`config.mk`:
```
export PLATFORM = sky130hd
export DESIGN_NAME = range_to_prefix_splitter_core_flat
export DESIGN_NICKNAME = d
export VERILOG_FILES = /design/src/sv/rps_pkg.sv /design/src/sv/rps_if.sv /design/src/sv/rps_ctrl.sv /design/src/sv/rps_dpath.sv /design/src/sv/range_to_prefix_splitter_core.sv /design/src/flat_wrapper.sv
export SDC_FILE = /design/constraint.sdc
export NUM_CORES = 1
export LEC_CHECK = 0
export BUFFER_PORTS_ARGS = -buffer_cell sky130_fd_sc_hd__buf_4
export CAP_MARGIN = 0
export CORE_AREA = 4 4 242 150
export DETAILED_ROUTE_END_ITERATION = 16
export DIE_AREA = 0 0 246 154
export GPL_TIMING_DRIVEN = 0
export SLEW_MARGIN = 20
export SYNTH_ARGS = -nofsm -noshare
export SYNTH_HDL_FRONTEND = slang
export SYNTH_HIERARCHICAL = 1
export SYNTH_SLANG_ARGS = --single-unit
```
`constraint.sdc`:
```
create_clock -name clk -period 6.9 [get_ports clk]
set_input_delay 0 -clock clk [delete_from_list [all_inputs] [get_ports clk]]
set_output_delay 0 -clock clk [all_outputs]
set_load 0.01 [all_outputs]
```
`src/sv/rps_pkg.sv`:
```
`timescale 1ns / 1ps
// Shared constants and control/status types for the range-to-prefix splitter.
// No dependencies; every other file of the block depends on this package.
package rps_pkg;

  // Default address width and fixed payload field widths.
  localparam int ADDR_WIDTH_DEF = 32;
  localparam int ADDR_W         = 32;
  localparam int BASE_W         = 32;
  localparam int LEN_W          = 6;

  // Commands from the controller to the datapath.
  typedef struct packed {
    logic load;     // capture and order the two endpoints
    logic measure;  // compute remaining span and alignment of the cursor
    logic emit;     // register one block and advance the cursor
  } rps_cmd_t;

  // Status from the datapath to the controller.
  typedef struct packed {
    logic last;     // the block under emit reaches the range end
  } rps_sts_t;

endpackage

```
`src/sv/rps_if.sv`:
```
`timescale 1ns / 1ps
// Valid/ready channel interfaces for range input and prefix block output.
// Depends on rps_pkg for the payload field widths.
interface rps_in_if;
  logic                      valid;
  logic                      ready;
  logic [rps_pkg::ADDR_W-1:0] range_first;
  logic [rps_pkg::ADDR_W-1:0] range_second;

  modport source (output valid, output range_first, output range_second, input ready);
  modport sink   (input valid, input range_first, input range_second, output ready);
endinterface

interface rps_out_if;
  logic                      valid;
  logic                      ready;
  logic [rps_pkg::BASE_W-1:0] block_base;
  logic [rps_pkg::LEN_W-1:0]  block_prefix_len;
  logic                      block_last;

  modport source (output valid, output block_base, output block_prefix_len,
                  output block_last, input ready);
  modport sink   (input valid, input block_base, input block_prefix_len,
                  input block_last, output ready);
endinterface

```
`src/sv/rps_ctrl.sv`:
```
`timescale 1ns / 1ps
// Controller state machine of the range-to-prefix splitter.
// Depends on rps_pkg for the command and status structs.
module rps_ctrl (
  input  logic              clk,
  input  logic              rst_n,
  input  logic              in_valid,
  output logic              in_ready,
  output logic              out_valid,
  input  logic              out_ready,
  output rps_pkg::rps_cmd_t cmd,
  input  rps_pkg::rps_sts_t sts
);
  import rps_pkg::*;

  localparam logic [1:0] ST_IDLE = 2'd0;
  localparam logic [1:0] ST_MEAS = 2'd1;
  localparam logic [1:0] ST_EMIT = 2'd2;

  logic [1:0] state_r, state_nxt;
  logic       out_valid_r, out_valid_nxt;

  assign in_ready  = (state_r == ST_IDLE);
  assign out_valid = out_valid_r;

  always_comb begin
    cmd.load    = in_valid && (state_r == ST_IDLE);
    cmd.measure = (state_r == ST_MEAS);
    // emit only when the output register is free or drains this cycle
    cmd.emit    = (state_r == ST_EMIT) && (!out_valid_r || out_ready);
  end

  always_comb begin
    state_nxt = state_r;
    unique case (state_r)
      ST_IDLE: begin
        if (cmd.load) state_nxt = ST_MEAS;
      end
      ST_MEAS: begin
        state_nxt = ST_EMIT;
      end
      ST_EMIT: begin
        if (cmd.emit) state_nxt = sts.last ? ST_IDLE : ST_MEAS;
      end
      default: begin
        state_nxt = ST_IDLE;
      end
    endcase
  end

  always_comb begin
    if (cmd.emit) begin
      out_valid_nxt = 1'b1;
    end else if (out_ready) begin
      out_valid_nxt = 1'b0;
    end else begin
      out_valid_nxt = out_valid_r;
    end
  end

  always_ff @(posedge clk) begin
    if (!rst_n) begin
      state_r     <= ST_IDLE;
      out_valid_r <= 1'b0;
    end else begin
      state_r     <= state_nxt;
      out_valid_r <= out_valid_nxt;
    end
  end

endmodule

```
`src/sv/rps_dpath.sv`:
```
`timescale 1ns / 1ps
// Datapath of the range-to-prefix splitter: cursor, range end, block sizing
// and the output payload register. Depends on rps_pkg.
module rps_dpath #(
  parameter int ADDR_WIDTH = rps_pkg::ADDR_WIDTH_DEF
) (
  input  logic                       clk,
  input  logic                       rst_n,
  input  rps_pkg::rps_cmd_t          cmd,
  output rps_pkg::rps_sts_t          sts,
  input  logic [rps_pkg::ADDR_W-1:0] range_first,
  input  logic [rps_pkg::ADDR_W-1:0] range_second,
  output logic [rps_pkg::BASE_W-1:0] block_base,
  output logic [rps_pkg::LEN_W-1:0]  block_prefix_len,
  output logic                       block_last
);
  import rps_pkg::*;

  localparam int AW = ADDR_WIDTH;
  localparam int SW = ADDR_WIDTH + 1;   // span can be the whole space
  localparam int KW = $clog2(SW);

  logic [AW-1:0]     cur_r, end_r;
  logic [SW-1:0]     rem_r, low_r;
  logic [BASE_W-1:0] base_r;
  logic [LEN_W-1:0]  len_r;
  logic              last_r;

  logic [AW-1:0] a_lo, b_hi;
  logic [SW-1:0] fill, top_bit, size;
  logic [KW-1:0] size_log;
  logic [LEN_W-1:0] len_c;

  always_comb begin
    if (range_first[AW-1:0] > range_second[AW-1:0]) begin
      a_lo = range_second[AW-1:0];
      b_hi = range_first[AW-1:0];
    end else begin
      a_lo = range_first[AW-1:0];
      b_hi = range_second[AW-1:0];
    end
  end

  // Largest power of two not above the remaining span nor the cursor alignment: smear, then isolate.
  always_comb begin
    fill = rem_r;
    for (int s = 1; s < SW; s = s * 2) begin
      fill = fill | (fill >> s);
    end
    top_bit = fill ^ (fill >> 1);
    size    = (low_r < top_bit) ? low_r : top_bit;
    size_log = '0;
    for (int i = 0; i < SW; i++) begin
      if (size[i]) size_log = size_log | KW'(i);
    end
    len_c = LEN_W'(AW) - LEN_W'(size_log);
  end

  assign sts.last = (size == rem_r);

  always_ff @(posedge clk) begin
    if (!rst_n) begin
      cur_r <= '0;
      end_r <= '0;
    end else if (cmd.load) begin
      cur_r <= a_lo;
      end_r <= b_hi;
    end else if (cmd.emit) begin
      // wraps to zero past the all-ones address
      cur_r <= cur_r + size[AW-1:0];
    end
  end

  always_ff @(posedge clk) begin
    if (cmd.measure) begin
      rem_r <= {1'b0, end_r} - {1'b0, cur_r} + SW'(1);
      low_r <= (cur_r == '0) ? (SW'(1) << AW) : {1'b0, cur_r & (~cur_r + AW'(1))};
    end
  end

  always_ff @(posedge clk) begin
    if (cmd.emit) begin
      base_r <= BASE_W'(cur_r);
      len_r  <= len_c;
      last_r <= sts.last;
    end
  end

  assign block_base       = base_r;
  assign block_prefix_len = len_r;
  assign block_last       = last_r;

endmodule

```
`src/sv/range_to_prefix_splitter_core.sv`:
```
`timescale 1ns / 1ps
// Top level of the range-to-prefix splitter: controller plus datapath.
// Depends on rps_pkg, rps_if, rps_ctrl and rps_dpath.
//
// Usage:
//   in_ch  (sink)   : one transfer carries two inclusive endpoints of an
//                     address range, in either order. Bits above ADDR_WIDTH
//                     are ignored.
//   out_ch (source) : one transfer per aligned prefix block, ascending,
//                     with base, prefix length and a last flag on the block
//                     that reaches the range end.
// Sequencing:
//   A range is loaded while idle, then each block takes a measure step
//   (span and alignment) and an emit step (size and register the block);
//   emit waits while the held block is not taken. N blocks, N is 1 to
//   2*ADDR_WIDTH-2 (62 at 32 bits). The first block follows load, measure
//   and emit. The controller handles one range at a time; in_ch.ready is
//   high only while idle. The output register decouples the sides: a new
//   range is taken while the last block of the previous one still waits.
// Reset:
//   rst_n is synchronous, active low; it drops any run in progress and any
//   held block, and the block comes up idle with in_ch.ready high.
// Stall:
//   With out_ch.ready low, the held block stays stable and the run pauses
//   before registering the next block; nothing is lost.
module range_to_prefix_splitter_core #(
  parameter int ADDR_WIDTH = rps_pkg::ADDR_WIDTH_DEF
) (
  input  logic      clk,
  input  logic      rst_n,
  rps_in_if.sink    in_ch,
  rps_out_if.source out_ch
);
  import rps_pkg::*;

  // control and status between the two halves
  rps_cmd_t cmd;
  rps_sts_t sts;

  // sequence the run: load, then measure/emit pairs until the last block
  rps_ctrl u_ctrl (
    .clk       (clk),
    .rst_n     (rst_n),
    .in_valid  (in_ch.valid),
    .in_ready  (in_ch.ready),
    .out_valid (out_ch.valid),
    .out_ready (out_ch.ready),
    .cmd       (cmd),
    .sts       (sts)
  );

  // hold cursor and range end, size each block, register the payload
  rps_dpath #(
    .ADDR_WIDTH (ADDR_WIDTH)
  ) u_dpath (
    .clk              (clk),
    .rst_n            (rst_n),
    .cmd              (cmd),
    .sts              (sts),
    .range_first      (in_ch.range_first),
    .range_second     (in_ch.range_second),
    .block_base       (out_ch.block_base),
    .block_prefix_len (out_ch.block_prefix_len),
    .block_last       (out_ch.block_last)
  );

endmodule

```
`src/flat_wrapper.sv`:
```
// flat-port wrapper written by rule: the top's interface ports become plain ports
module range_to_prefix_splitter_core_flat import rps_pkg::*;
#(
  parameter int ADDR_WIDTH = rps_pkg::ADDR_WIDTH_DEF
)
  (clk, rst_n, in_ch_valid, in_ch_range_first, in_ch_range_second, in_ch_ready, out_ch_valid, out_ch_block_base, out_ch_block_prefix_len, out_ch_block_last, out_ch_ready);
  rps_in_if in_ch_i ();
  rps_out_if out_ch_i ();
  input  logic clk;
  input  logic rst_n;
  input wire logic [$bits(in_ch_i.valid)-1:0] in_ch_valid;
  input wire logic [$bits(in_ch_i.range_first)-1:0] in_ch_range_first;
  input wire logic [$bits(in_ch_i.range_second)-1:0] in_ch_range_second;
  output wire logic [$bits(in_ch_i.ready)-1:0] in_ch_ready;
  output wire logic [$bits(out_ch_i.valid)-1:0] out_ch_valid;
  output wire logic [$bits(out_ch_i.block_base)-1:0] out_ch_block_base;
  output wire logic [$bits(out_ch_i.block_prefix_len)-1:0] out_ch_block_prefix_len;
  output wire logic [$bits(out_ch_i.block_last)-1:0] out_ch_block_last;
  input wire logic [$bits(out_ch_i.ready)-1:0] out_ch_ready;
  assign in_ch_i.valid = in_ch_valid;
  assign in_ch_i.range_first = in_ch_range_first;
  assign in_ch_i.range_second = in_ch_range_second;
  assign in_ch_ready = in_ch_i.ready;
  assign out_ch_valid = out_ch_i.valid;
  assign out_ch_block_base = out_ch_i.block_base;
  assign out_ch_block_prefix_len = out_ch_i.block_prefix_len;
  assign out_ch_block_last = out_ch_i.block_last;
  assign out_ch_i.ready = out_ch_ready;
  range_to_prefix_splitter_core #(.ADDR_WIDTH(ADDR_WIDTH)) u_core (.clk(clk), .rst_n(rst_n), .in_ch(in_ch_i), .out_ch(out_ch_i));
endmodule
```
==> impl_summary.txt, run 1 <==
----------------------------------------------------
[Clock tree]
  Maximum clock insertion buffer count ... 2
  TritonCTS clock tree ... yes
  Clk slew on worst S/H paths ... 0.07 ns
  Worst skew pair latency ... 0.45 ns
  Buffer type at the clock tree root ... clkbuf_16
  Inserted Clock Buffers ... 17
  Clock H-tree levels ... 4
  CTS sink cnt ... 172

[Critical path]
  Cell type with the highest occurrence count on the critical path ... buf_4
  CP Capture Type ... register
  Category of the critical setup timing path ... reg2reg
  Worst reg2reg endpoint ... u_core/u_dpath/cur_r[26]$_SDFFE_PN0P_
  Register-to-register setup slack ... 0.008 ns
  Critical path data arrival time ... 7.25 ns
  Crit-path max cell delay ... 0.44 ns
  Element type at the critical path start ... register
  CP Max Fanout ... 19
  Worst reg2reg startpoint ... u_core/u_dpath/rem_r[17]$_DFFE_PP_
  Worst Reg2Reg Path Length in Cells ... 28
  Data required time of the critical path ... 7.26 ns
  Slowest cell on the critical path ... or2_2

[Synth]
  Mapped cell area ... 0.0134 sq mm
  Commonest cells in the netlist ... 159 x ha_1, 153 x a21oi_1, 128 x nor2_1, 121 x inv_1, 105 x edfxtp_1
  Share of the synthesized area in the top cell type ... 23.4%
  Sequential share of the synthesized area ... 33.4%
  Number of warning messages in the yosys log ... 6
  Post-synthesis async set-or-reset flop share ... 0%
  Count of flip-flops with a built-in enable after synthesis ... 105
  #FFs+latches synth ... 172
  Post-Synthesis Net Count ... 1746
  Most area-consuming cells after synthesis ... edfxtp_1 23%, ha_1 15%, dfxtp_1 10%, a21oi_1 5.7%, a211oi_1 4.0%
  Cell with the most instances after synthesis ... ha_1
  Primary flip-flop cell chosen by synthesis mapping ... edfxtp_1
  Yosys cell types ... 83
  Synthesized instance count ... 1517
  Per-instance average area after synthesis ... 8.86 sq um
  Most area-hungry cell type in the Yosys netlist ... edfxtp_1

[Placement]
  Port Buf Inserts ... 108
  Post-placement cell area ... 0.0148 sq mm
  Cells after DPL ... 2092
  Post-detail-place hpwl ... 42100 um
  Routability congestion estimate from global placement ... 0.960

[Cells and area]
  Area growth syn-to-layout ... 26.3%
  Number of diodes added for antenna fixing ... 0
  Summed area of non-filler cells in the final layout ... 0.0170 sq mm
  Share of layout cells above drive strength 1 ... 15.2%
  Number of cells in the finished layout apart from fillers ... 2245
  Final-layout fill cell count ... 3286
  Final nets ... 1994

[Floorplan]
  Number of core rows ... 53
  Horiz. Die Dim ... 246 um
  I/O pin total ... 109
  Starting density of the core ... 39.2%
  Die Outline Area ... 0.0379 sq mm
  Core Box Area ... 0.0343 sq mm
  Height of the die ... 154 um

[Drt]
  Vias per inst ... 5.89
  Number of antenna-violating nets in the routed design ... 0
  Per-cell routed wire length ... 23.6 um
  Wire length after detailed routing ... 53100 um
  Number of remaining DRC errors ... 0
  Number of vias in the routed layout ... 13200
  Number of detailed-route iterations in the first pass ... 5
  Violation count after the first detailed-routing iteration ... 1404

[Hold path]
  Hold Path Depth ... 3
  Hold path start ... in_ch_range_first[9]
  HP Class ... in2reg
  Hold endpoint ... u_core/u_dpath/cur_r[9]$_SDFFE_PN0P_

[Power]
  Static leakage ... 7.22 nW
  Areal power density over the cells ... 231 mW/mm^2
  Final Total Pwr ... 3.92 mW
  Max rail drop VDD ... 167 uV

[Timing]
  Max-slew violations ... 0
  Final total negative setup slack ... 0 ns
  Worst slew pin tran ... 1.02 ns
  Setup violators final ... 0
  Worst Hold Slack ... 0.00775 ns
  Post-route fraction of the period consumed by the critical path ... 99.9%
  Min Clock Period, post-route ... 6.89 ns
  Slew Limit Headroom ... 31.6%
  Fin. Hold Viols ... 0
  Setup repair after global routing missed its margin ... true
  Achievable Freq ... 145 MHz
  Final Skew ... 0.0184 ns

[Global routing]
  Global-route total usage across every layer ... 27.1%
  First-pass GRT wire length ... 76800 um
  Antenna violations before repair ... 0
  Grt ovf ... 0
  Via count of the first global-routing pass ... 12100
  Maximum number of pins on one net before global-route repair ... 67

[Run status]
  Outcome ... finished, final reports clean

[Run]
  MaxCap Viol Count ... 0

----------------------------------------------------
-- layer usage --
layer	global-route usage, %	wire, um	up-vias
met5	0	0	-
met4	5.80	948	0
met3	4.90	4820	57
met2	38.5	21500	636
met1	42.4	25800	6305
li1	-	-	6235
-- metrics by stage --
| stage | utilization (%) | setup WS [ns] |
|---|---|---|
| floorplan | - | 0.122 |
| global placement | 43.3 | -1.95 |
| detailed placement | 43.3 | -1.86 |
| CTS | 48.5 | -0.00694 |
| global route | 49.5 | -0.231 |
| finish | 49.5 | 0.00821 |
-- registers in the layout (all words and copies together) (netlist names) --
| name | cells |
|---|---|
| u_core/u_dpath/block_prefix_len | 6 |
| u_core/u_dpath/block_last | 1 |
| u_core/u_dpath/rem_r | 33 |
| u_core/u_dpath/low_r | 33 |
| u_core/u_ctrl/out_valid | 1 |
| u_core/u_dpath/cur_r | 32 |
| u_core/u_dpath/end_r | 32 |
| u_core/u_dpath/block_base | 32 |
| u_core/u_ctrl/state_r | 2 |
-- critical path: cells and delay by family, from the launching register on --
family / cells / cell delay (ns)
AO/OA/AOI/OAI: 13 / 2.56
AND/OR/NAND/NOR: 6 / 1.79
adder cells (fa/ha/maj): 3 / 0.97
buffers and inverters: 5 / 0.74
flip-flops: 1 / 0.40
multiplexers: 1 / 0.34
-- final cells by class --
type	count	area, sq um	share of cell area, %
Multi-Input combinational cell	1163	8610	50.7
Tap cell	467	584	3.44
Inverter	122	458	2.70
Clock inverter	13	123	0.722
Buffer	56	289	1.70
Clock buffer	19	454	2.67
Sequential cell	172	4490	26.5
Timing Repair Buffer	233	1970	11.6
-- repair_timing --
action,4_1_cts,5_1_grt
endpoints found under the setup margin,28,15
gates resized for setup,61,41
endpoints found under the hold margin,60,0
gates cloned,0,1
buffers inserted,21,22
hold buffers,81,0
pin swaps,17,25
-- cells in the final DEF, fill, tap and decap left out, types with 9 or more instances in the layout --
| cell type | netlist | routed |
|---|---|---|
| a211oi_1 | 71 | 68 |
| a21o_1 | 48 | 48 |
| a21oi_1 | 153 | 148 |
| a221oi_1 | 20 | 17 |
| a31oi_1 | 11 | 9 |
| and3_1 | 14 | 14 |
| buf_4 | 4 | 154 |
| clkbuf_1 | 40 | 37 |
| clkbuf_16 | 0 | 19 |
| dfxtp_1 | 67 | 67 |
| dlygate4sd3_1 | 0 | 81 |
| edfxtp_1 | 105 | 105 |
| ha_1 | 159 | 155 |
| inv_1 | 121 | 120 |
| mux2i_1 | 38 | 38 |
| nand2_1 | 73 | 72 |
| nand2b_1 | 9 | 9 |
| nand3_1 | 48 | 46 |
| nand4_1 | 35 | 35 |
| nor2_1 | 128 | 128 |
| nor2b_1 | 12 | 11 |
| nor3_1 | 31 | 30 |
| nor4_1 | 27 | 21 |
| o211ai_1 | 14 | 14 |
| o21a_1 | 13 | 13 |
| o21ai_0 | 72 | 56 |
| xnor2_1 | 38 | 37 |
| xor2_1 | 15 | 15 |
-- kinds of logic after synthesis --
family | count (synthesis) | share of synthesized area [%]
multiplexers | 41 | 3.08
buffers and inverters | 182 | 5.45
AO/OA/AOI/OAI | 473 | 22.9
XOR/XNOR | 53 | 3.45
flip-flops | 172 | 33.4
adder cells (fa/ha/maj) | 161 | 15.1
AND/OR/NAND/NOR | 435 | 16.6
-- power breakdown --
group	total, mW	switching (mW)	internal, mW
Clock	0.969	0.468	0.501
Sequential	1.38	0.151	1.23
Combinational	1.57	0.916	0.654
Total	3.92	1.54	2.39
-- worst max-delay path by stage --
stage	startpoint	to	slack, ns	cells after the start
after global placement	u_core/u_dpath/rem_r[31]$_DFFE_PP_	u_core/u_dpath/cur_r[28]$_SDFFE_PN0P_	-1.95	26
after CTS	u_core/u_dpath/rem_r[19]$_DFFE_PP_	u_core/u_dpath/cur_r[26]$_SDFFE_PN0P_	-0.007	27
final	u_core/u_dpath/rem_r[17]$_DFFE_PP_	u_core/u_dpath/cur_r[26]$_SDFFE_PN0P_	0.008	28
after global routing	u_core/u_dpath/rem_r[17]$_DFFE_PP_	u_core/u_dpath/cur_r[26]$_SDFFE_PN0P_	-0.23	29
after detailed placement	u_core/u_dpath/rem_r[31]$_DFFE_PP_	u_core/u_dpath/cur_r[28]$_SDFFE_PN0P_	-1.86	26
after floorplan	u_core/u_dpath/rem_r[19]$_DFFE_PP_	u_core/u_dpath/cur_r[28]$_SDFFE_PN0P_	0.12	27
Note: power is estimated with default switching activity, not from simulation.
==> run 2: changes to the inputs <==
SETUP_SLACK_MARGIN = 0.05   (was default)
==> run 2 against run 1 <==
Compared with the run above:
- the flow now finishes with violations (setup timing)
- combinational power about the same
- die area stayed put
- first-iteration DRC count is 4.8% higher
- core utilization up 0.22 points
- critical path type unchanged
- via count grew 0.36%
- critical path depth down 2
- sequential cell count stayed put
- routed wire length is 0.48% higher
- power grew 0.32%
- worst hold slack better by 0.0068 ns
- cell count is 0.45% higher
==> impl_summary.txt, run 2 (synthesized netlist as in run 1, its figures left out) <==
----------------------------------------------------
[Run status]
  Outcome ... finished, violations left
  Violated checks ... setup timing

[Timing]
  Fin. Hold Viols ... 0 (unchanged)
  Worst slew pin tran ... 1.02 ns (+0.00586 ns)
  Min Clock Period, post-route ... 6.92 ns (+0.0239 ns)
  Post-route fraction of the period consumed by the critical path ... 100% (+0.35 points)
  Final Skew ... 0.0179 ns (-0.000430 ns)
  Setup repair after global routing missed its margin ... true
  Worst Hold Slack ... 0.0145 ns (+0.00678 ns)
  Setup violators final ... 2 (+2)
  Max-slew violations ... 0 (unchanged)
  Setup slack after layout ... -0.0157 ns (-0.0239 ns)
  Achievable Freq ... 145 MHz (-0.35%)
  Slew Limit Headroom ... 31.2% (-0.39 points)

[Floorplan]
  Die Outline Area ... 0.0379 sq mm (unchanged)
  Starting density of the core ... 39.2% (unchanged)
  Height of the die ... 154 um (unchanged)
  I/O pin total ... 109 (unchanged)
  Number of core rows ... 53 (unchanged)
  Core Box Area ... 0.0343 sq mm (unchanged)
  Horiz. Die Dim ... 246 um (unchanged)

[Drt]
  Number of antenna-violating nets in the routed design ... 0 (unchanged)
  Per-cell routed wire length ... 23.7 um (about the same)
  Violation count after the first detailed-routing iteration ... 1472 (+4.8%)
  Number of vias in the routed layout ... 13300 (+0.36%)
  Number of detailed-route iterations in the first pass ... 7 (+2)
  Wire length after detailed routing ... 53300 um (+0.48%)
  Number of remaining DRC errors ... 0 (unchanged)
  Vias per inst ... 5.89 (about the same)

[Global routing]
  Antenna violations before repair ... 0 (unchanged)
  First-pass GRT wire length ... 77300 um (+0.63%)
  Global-route total usage across every layer ... 27.2% (+0.16 points)
  Via count of the first global-routing pass ... 12100 (+0.61%)
  Grt ovf ... 0 (unchanged)
  Maximum number of pins on one net before global-route repair ... 67 (unchanged)

[Critical path]
  Data required time of the critical path ... 7.20 ns (-0.06 ns)
  Crit-path max cell delay ... 0.54 ns (+0.10 ns)
  Element type at the critical path start ... register
  Cell type with the highest occurrence count on the critical path ... or4_4
  Kind of cell with the highest combined delay on the critical path ... simple AND/OR/NAND/NOR gates
  CP Capture Type ... register
  Critical path buffers and inverters ... 2 (-3)
  Critical path data arrival time ... 7.21 ns (-0.04 ns)
  CP Max Fanout ... 5 (-14)
  Slowest cell on the critical path ... or4_4
  Category of the critical setup timing path ... reg2reg

[Power]
  Max rail drop VDD ... 166 uV (-0.61%)
  Static leakage ... 7.26 nW (+0.58%)
  Areal power density over the cells ... 231 mW/mm^2 (-0.13%)

[Clock tree]
  TritonCTS clock tree ... yes
  Clk slew on worst S/H paths ... 0.08 ns (about the same)
  Buffer type at the clock tree root ... clkbuf_16
  Clock H-tree levels ... 4 (unchanged)
  Inserted Clock Buffers ... 17 (unchanged)
  Worst skew pair latency ... 0.45 ns (about the same)
  Maximum clock insertion buffer count ... 2 (unchanged)
  CTS sink cnt ... 172 (unchanged)

[Cells and area]
  Final nets ... 2004 (+0.50%)
  Number of diodes added for antenna fixing ... 0 (unchanged)
  Share of layout cells above drive strength 1 ... 15.8% (+0.59 points)
  Most used cells in the layout excluding fill and tap cells ... 163 x buf_4, 154 x ha_1, 148 x a21oi_1
  Area growth syn-to-layout ... 26.9%
  Most frequent standard cell in the layout excluding fill and tap cells ... buf_4
  Final-layout fill cell count ... 3276 (-0.30%)
  Largest registers ... u_core/u_dpath/low_r x33, u_core/u_dpath/rem_r x33

[Placement]
  Port Buf Inserts ... 108 (unchanged)
  Routability congestion estimate from global placement ... 0.960 (unchanged)
  Post-place setup slack ... -1.86 ns (unchanged)
  Post-detail-place hpwl ... 42100 um (unchanged)

[Run]
  MaxCap Viol Count ... 0 (unchanged)

[Hold path]
  HP Class ... in2reg

----------------------------------------------------
==> run 2: changes by cell type in the layout (fill, tap and decap cells not counted), moves of 2 or more <==
cell	before	now
buf_4	154	163
o21ai_0	56	52
o21ai_1	8	12
a2111oi_2	1	3
==> run 2: final timing paths <==
check	from	to	slack (ns)	cells after the start
setup / recovery	u_core/u_dpath/rem_r[17]$_DFFE_PP_	u_core/u_dpath/cur_r[28]$_SDFFE_PN0P_	-0.02	26
hold reg to reg	u_core/u_ctrl/state_r[0]$_SDFFE_PN0P_	u_core/u_ctrl/state_r[0]$_SDFFE_PN0P_	0.48	1
hold / removal	in_ch_range_first[9]	u_core/u_dpath/cur_r[9]$_SDFFE_PN0P_	0.01	3
setup reg to reg	u_core/u_dpath/rem_r[17]$_DFFE_PP_	u_core/u_dpath/cur_r[28]$_SDFFE_PN0P_	-0.02	26
==> run 2: what timing repair did <==
action,in CTS,in global routing
gates resized for setup,67,44
hold endpoints to repair,60,0
buffers inserted,24,28
pin swaps,20,30
hold buffers,81,0
setup endpoints to repair,28,14
gates cloned,0,1
==> run 2: area by class of cell <==
| cell class | instances | area [sq um] | share of cell area, % |
|---|---|---|---|
| Buffer | 57 | 305 | 1.79 |
| Tap cell | 467 | 584 | 3.43 |
| Multi-Input combinational cell | 1163 | 8600 | 50.4 |
| Timing Repair Buffer | 242 | 2040 | 11.9 |
| Clock buffer | 19 | 454 | 2.66 |
| Clock inverter | 13 | 123 | 0.719 |
| Sequential cell | 172 | 4490 | 26.3 |
| Inverter | 122 | 458 | 2.68 |
==> run 2: metal layers <==
layer,vias up,GRT usage [%],share of wire [%]
met3,59,5.26,9.3
met2,641,38.8,41
met4,0,5.80,1.8
met1,6327,42.4,48
met5,-,0,0
li1,6253,-,-
==> run 2: worst register-to-register path: cells and delay by family, from the launching register on <==
family / cells / cell delay (ns)
flops: 1 / 0.40
buf+inv: 2 / 0.19
compound gates: 11 / 2.25
mux: 1 / 0.27
fa+ha+maj: 3 / 0.96
simple gates: 9 / 2.74
==> run 2: metrics by stage <==
step                      utilization [%]  area, sq um  total power, mW  TNS (ns)  instances
final                                49.8        17100             3.94   -0.0300       2255
after floorplan                         -        13400             2.29         0       1517
after CTS                            48.6        16700             3.84         0       2227
after global routing                 49.8        17100             4.14    -0.863       2255
after detailed placement             43.3        14800             2.76    -23.54       2092
after global placement               43.3        14800             2.75    -23.93       2092
==> run 2: power breakdown <==
| group | internal (mW) | switching, mW |
|---|---|---|
| registers | 1.23 | 0.151 |
| clock network | 0.501 | 0.467 |
| logic | 0.664 | 0.920 |
| total | 2.40 | 1.54 |
